File: src/rtl/core/qhdm_pkg.sv
`timescale 1ns / 1ps
`default_nettype none
// ----------------------------------------------------------------------------
// qhdm_pkg - shared types and constants of the quadratic hull minimizer
// Field widths, store sizing, breakpoint sentinels and the structs that pass
// between the front queue, the sequencer and the divider.
// ----------------------------------------------------------------------------
package qhdm_pkg;

  // store sizing
  localparam int MAX_LINES = 1024;
  localparam int IDX_W     = $clog2(MAX_LINES);
  localparam int CNT_W     = $clog2(MAX_LINES + 1);

  // field widths
  localparam int HEIGHT_W  = 20;
  localparam int COST_W    = 62;
  localparam int STEP_W    = 40;
  localparam int BP_W      = 64;
  localparam int SQ_W      = 2 * HEIGHT_W;
  localparam int DEN_W     = HEIGHT_W + 2;
  localparam int SUM_W     = COST_W + 1;
  localparam int DCNT_W    = $clog2(BP_W + 1);

  localparam logic [COST_W-1:0]      COST_MAX = {COST_W{1'b1}};
  // +INF is the largest signed value, -INF its negation
  localparam logic signed [BP_W-1:0] BP_INF   = {1'b0, {(BP_W-1){1'b1}}};
  localparam logic signed [BP_W-1:0] BP_NINF  = {1'b1, {(BP_W-2){1'b0}}, 1'b1};

  typedef struct packed {
    logic                start_req;
    logic [HEIGHT_W-1:0] height;
  } in_t;

  typedef struct packed {
    logic [COST_W-1:0] cost;
    logic              overflow;
  } out_t;

  // classified item as held in the queue
  typedef struct packed {
    logic                restart;
    logic [HEIGHT_W-1:0] height;
  } qitem_t;

  typedef struct packed {
    logic   valid;
    qitem_t item;
  } queue_t;

  typedef struct packed {
    logic                    start;
    logic signed [BP_W-1:0]  num;
    logic signed [DEN_W-1:0] den;
  } div_req_t;

  typedef struct packed {
    logic                   done;
    logic signed [BP_W-1:0] quo;
  } div_rsp_t;

endpackage
`default_nettype wire

File: src/rtl/core/qhdm_front.sv
`timescale 1ns / 1ps
`default_nettype none
// ----------------------------------------------------------------------------
// qhdm_front - input side
// Takes items on the start/busy handshake, tags restart items and holds them
// in a two-entry queue until the sequencer pops them.
// ----------------------------------------------------------------------------
module qhdm_front import qhdm_pkg::*; (
  input  wire logic clk,
  input  wire logic rst_n,
  input  wire logic start,
  input  wire in_t  in_data,
  output logic      busy,
  output queue_t    q,
  input  wire logic pop
);

  qitem_t     ent_r [2];
  logic       wr_ptr_r, wr_ptr_nxt;
  logic       rd_ptr_r, rd_ptr_nxt;
  logic [1:0] fill_r, fill_nxt;
  logic       push;

  assign busy   = (fill_r == 2'd2);
  assign push   = start && !busy;
  assign q.valid = (fill_r != 2'd0);
  assign q.item  = ent_r[rd_ptr_r];

  // pointer and fill update
  always_comb begin
    wr_ptr_nxt = wr_ptr_r;
    rd_ptr_nxt = rd_ptr_r;
    fill_nxt   = fill_r;
    if (push) begin
      wr_ptr_nxt = ~wr_ptr_r;
    end
    if (pop && q.valid) begin
      rd_ptr_nxt = ~rd_ptr_r;
    end
    if (push && !(pop && q.valid)) begin
      fill_nxt = fill_r + 2'd1;
    end else if (!push && pop && q.valid) begin
      fill_nxt = fill_r - 2'd1;
    end
  end

  always_ff @(posedge clk) begin
    if (!rst_n) begin
      wr_ptr_r <= 1'b0;
      rd_ptr_r <= 1'b0;
      fill_r   <= 2'd0;
    end else begin
      wr_ptr_r <= wr_ptr_nxt;
      rd_ptr_r <= rd_ptr_nxt;
      fill_r   <= fill_nxt;
    end
  end

  // classify on entry: restart tag and height
  always_ff @(posedge clk) begin
    if (push) begin
      ent_r[wr_ptr_r].restart <= in_data.start_req;
      ent_r[wr_ptr_r].height  <= in_data.height;
    end
  end

endmodule
`default_nettype wire

File: config.mk
export PLATFORM = sky130hd
export DESIGN_NAME = qhdm_front
export DESIGN_NICKNAME = d
export VERILOG_FILES = /design/src/rtl/core/qhdm_pkg.sv /design/src/rtl/core/qhdm_front.sv
export SDC_FILE = /design/constraint.sdc
export NUM_CORES = 1
export LEC_CHECK = 0
export BUFFER_PORTS_ARGS = -buffer_cell sky130_fd_sc_hd__buf_2
export CAP_MARGIN = 20
export CORE_MARGIN = 10
export CORE_UTILIZATION = 54
export DETAILED_ROUTE_END_ITERATION = 10
export PLACE_DENSITY = 0.81
export SYNTH_ARGS = -nofsm -noshare
export SYNTH_HDL_FRONTEND = slang
export SYNTH_SLANG_ARGS = --single-unit
File: constraint.sdc
create_clock -name clk -period 4.7 [get_ports clk]
set_clock_uncertainty 0.15 [all_clocks]
set_input_delay 1.41 -clock clk [delete_from_list [all_inputs] [get_ports clk]]
set_output_delay 1.41 -clock clk [all_outputs]
set_load 0.03 [all_outputs]
==> impl_metrics.yaml <==
outcome:
  status: "finished clean"
synth:
  avgSynthCellArea_um2: 19.0
  ys_seq_elements: 47
  yosysSeqAreaShare: 0.777
  netlist_area_um2: 1750
  syn-num-nets: 117
  synth_cell_type_count: 23
  yosysWarningCount: 0
  synthCells: 92
route:
  postRouteAntennaNets: 0
  drtPass1Iterations: 4
  drtIter0Drc: 46
  vias: 951
  post_drt_wl_per_cell_um: 17.4
  wl_mm: 3.28
  drc_errors: 0
  viasPerCell: 5.03
cts:
  path_clk_slew_ns: 0.14
  post-cts-setup-buffers: 0
  cts_sinks: 47
  clockRootBuffer: "clkbuf_4"
  cts_made_buffers: 5
  post_cts_resized: 0
  cts_buffer_depth: 2
  cts_tree: "yes"
  hold_buffers: 0
  insertion_delay_ns: 0.35
  h-tree-depth: 2
placement:
  dp_hpwl_mm: 2.39
  place_area_um2: 2040
  dp_cells: 181
  dp_slack_ns: 1.62
  io_buffers: 47
  place.gp.congestion: 0.672
hold_path:
  hold_path.startpoint: "rd_ptr_r"
  hp-class: "reg -> reg"
  hold_depth: 2
sta:
  tns_ns: 0
  relSlewSlack: 0.317
  final-hold-violation-count: 0
  finalMaxSlewViolations: 0
  tightest_slew_ns: 1.02
  finalCritPeriodShare: 0.734
  whs_ns: 0.405
  setup_viol: 0
  clock.fmax_mhz: 290
  fin_crit_ns: 3.45
  rsz0062_at_grt: "no"
  fin_ws_ns: 1.25
critical_path:
  end_kind: "output port"
  crit_required_ns: 3.14
  cpPeakStageDelay_ns: 0.93
  path_cells: "mux2_2 -> buf_2"
  critical_path_class: "reg -> out"
  rr_worst_depth: 3
  r2r-end: "ent_r[0][5]"
  crit_arrival_ns: 1.89
  start_kind: "flip-flop"
  rr_startpoint: "fill_r[0]"
  worst_path_max_delay_cell: "dfxtp_1"
  crit_fanout: 21
  rrSetupSlack_ns: 2.68
final_layout:
  instances_no_fill: 189
  fin_nets: 169
  design_area_um2: 2140
  fin_util: 0.696
  area_growth_syn_to_layout_pct: 22.4
  drive_above_1_share: 0.559
  diodes: 0
global_routing:
  antenna_found_initial: 0
  grt_max_degree: 23
  track_usage: 0.113
  grt_pass1_vias: 1075
  overflow: 0
  grt_pass1_wl_mm: 5.31
die:
  num_rows: 20
  start_util: 0.569
  die_h_um: 77.0
  design.core.area_um2: 3080
  io_pins: 48
  chipWidth_um: 77.0
  die-area_um2: 5920
power_and_ir_drop:
  p_per_area_nw_per_um2: 423
  vdd_drop_max_mv: 0.301
  p_leak_nw: 0.811
  power_mw: 0.907
run:
  maxCapViolations: 0
-- worst max-delay path, delay by kind of cell (launching register included) --
kind	cells	cell delay (ns)
buf+inv	1	0.18
flops	1	0.93
mux	1	0.43
-- cell usage after synthesis --
cell type / instances / area [µm²]
inv_2: 1 / 3.75
mux2i_1: 1 / 10.0
nor3_2: 1 / 10.0
dfxtp_1: 5 / 100
a21o_1: 1 / 7.51
nor3b_1: 1 / 7.51
a21boi_0: 1 / 7.51
or2_1: 1 / 6.26
o211ai_1: 1 / 7.51
xor2_1: 1 / 8.76
o21a_1: 1 / 7.51
nand3b_1: 1 / 7.51
or2_2: 1 / 6.26
mux2_2: 21 / 236
a21oi_1: 2 / 10.0
o21ai_1: 1 / 5.00
buf_2: 2 / 10.0
nand2b_2: 1 / 8.76
and3_1: 1 / 6.26
inv_1: 2 / 7.51
a21oi_2: 1 / 8.76
edfxtp_1: 42 / 1260
nor2_1: 2 / 7.51
-- sequential cells by signal (all words and copies together), names as in the netlist, named ones only --
register,flops
fill_r,2
ent_r,42
rd_ptr_r,1
wr_ptr_r,1
-- layout make-up --
class / instances / area [µm²]
Fill cell: 215 / 935
Clock inverter: 3 / 67.6
Inverter: 3 / 11.3
Clock buffer: 5 / 37.5
Timing Repair Buffer: 47 / 235
Sequential cell: 47 / 1360
Tap cell: 44 / 55.1
Multi-Input combinational cell: 40 / 375
-- cell usage in the layout (no fill, tap or decap), types with 2 or more instances in the layout --
cell and n:
buf_2 47, edfxtp_1 42, mux2_2 21, dfxtp_1 5, clkbuf_4 5, inv_1 2
nor2_1 2, a21oi_1 2, bufinv_16 2
-- metal layers --
layer / up-vias / wire, µm / track usage
met5: - / 0 / 0
met4: 0 / 27 / 0.0483
li1: 454 / - / -
met3: 2 / 180 / 0.0420
met2: 27 / 1840 / 0.211
met1: 468 / 1230 / 0.107
-- cell families (layout without fill, tap and decap cells) --
kind of cell           Yosys count  in the layout  share of synthesized area
multiplexers                    22             22                      0.141
buffers and inverters            5             58                     0.0121
flip-flops                      47             47                      0.777
XOR/XNOR                         1              1                    0.00500
AO/OA/AOI/OAI                    8              8                     0.0307
AND/OR/NAND/NOR                  9              9                     0.0343
-- worst max path at each step --
stage,start,end,slack (ns),cells past startpoint
floorplan,start,ent_r[0][0],1.79,2
global placement,flip-flop,q[13],1.62,2
detailed placement,start,ent_r[0][16],1.62,3
CTS,flip-flop,q[20],1.21,2
global route,flip-flop,q[20],1.13,2
finish,flip-flop,q[20],1.25,2
-- power breakdown --
group	internal [mW]	switching [mW]	leakage, nW
logic	0.0457	0.0764	0.325
registers	0.482	0.0135	0.435
clock network	0.165	0.124	0.0514
Power figures use the tool's default switching activity.
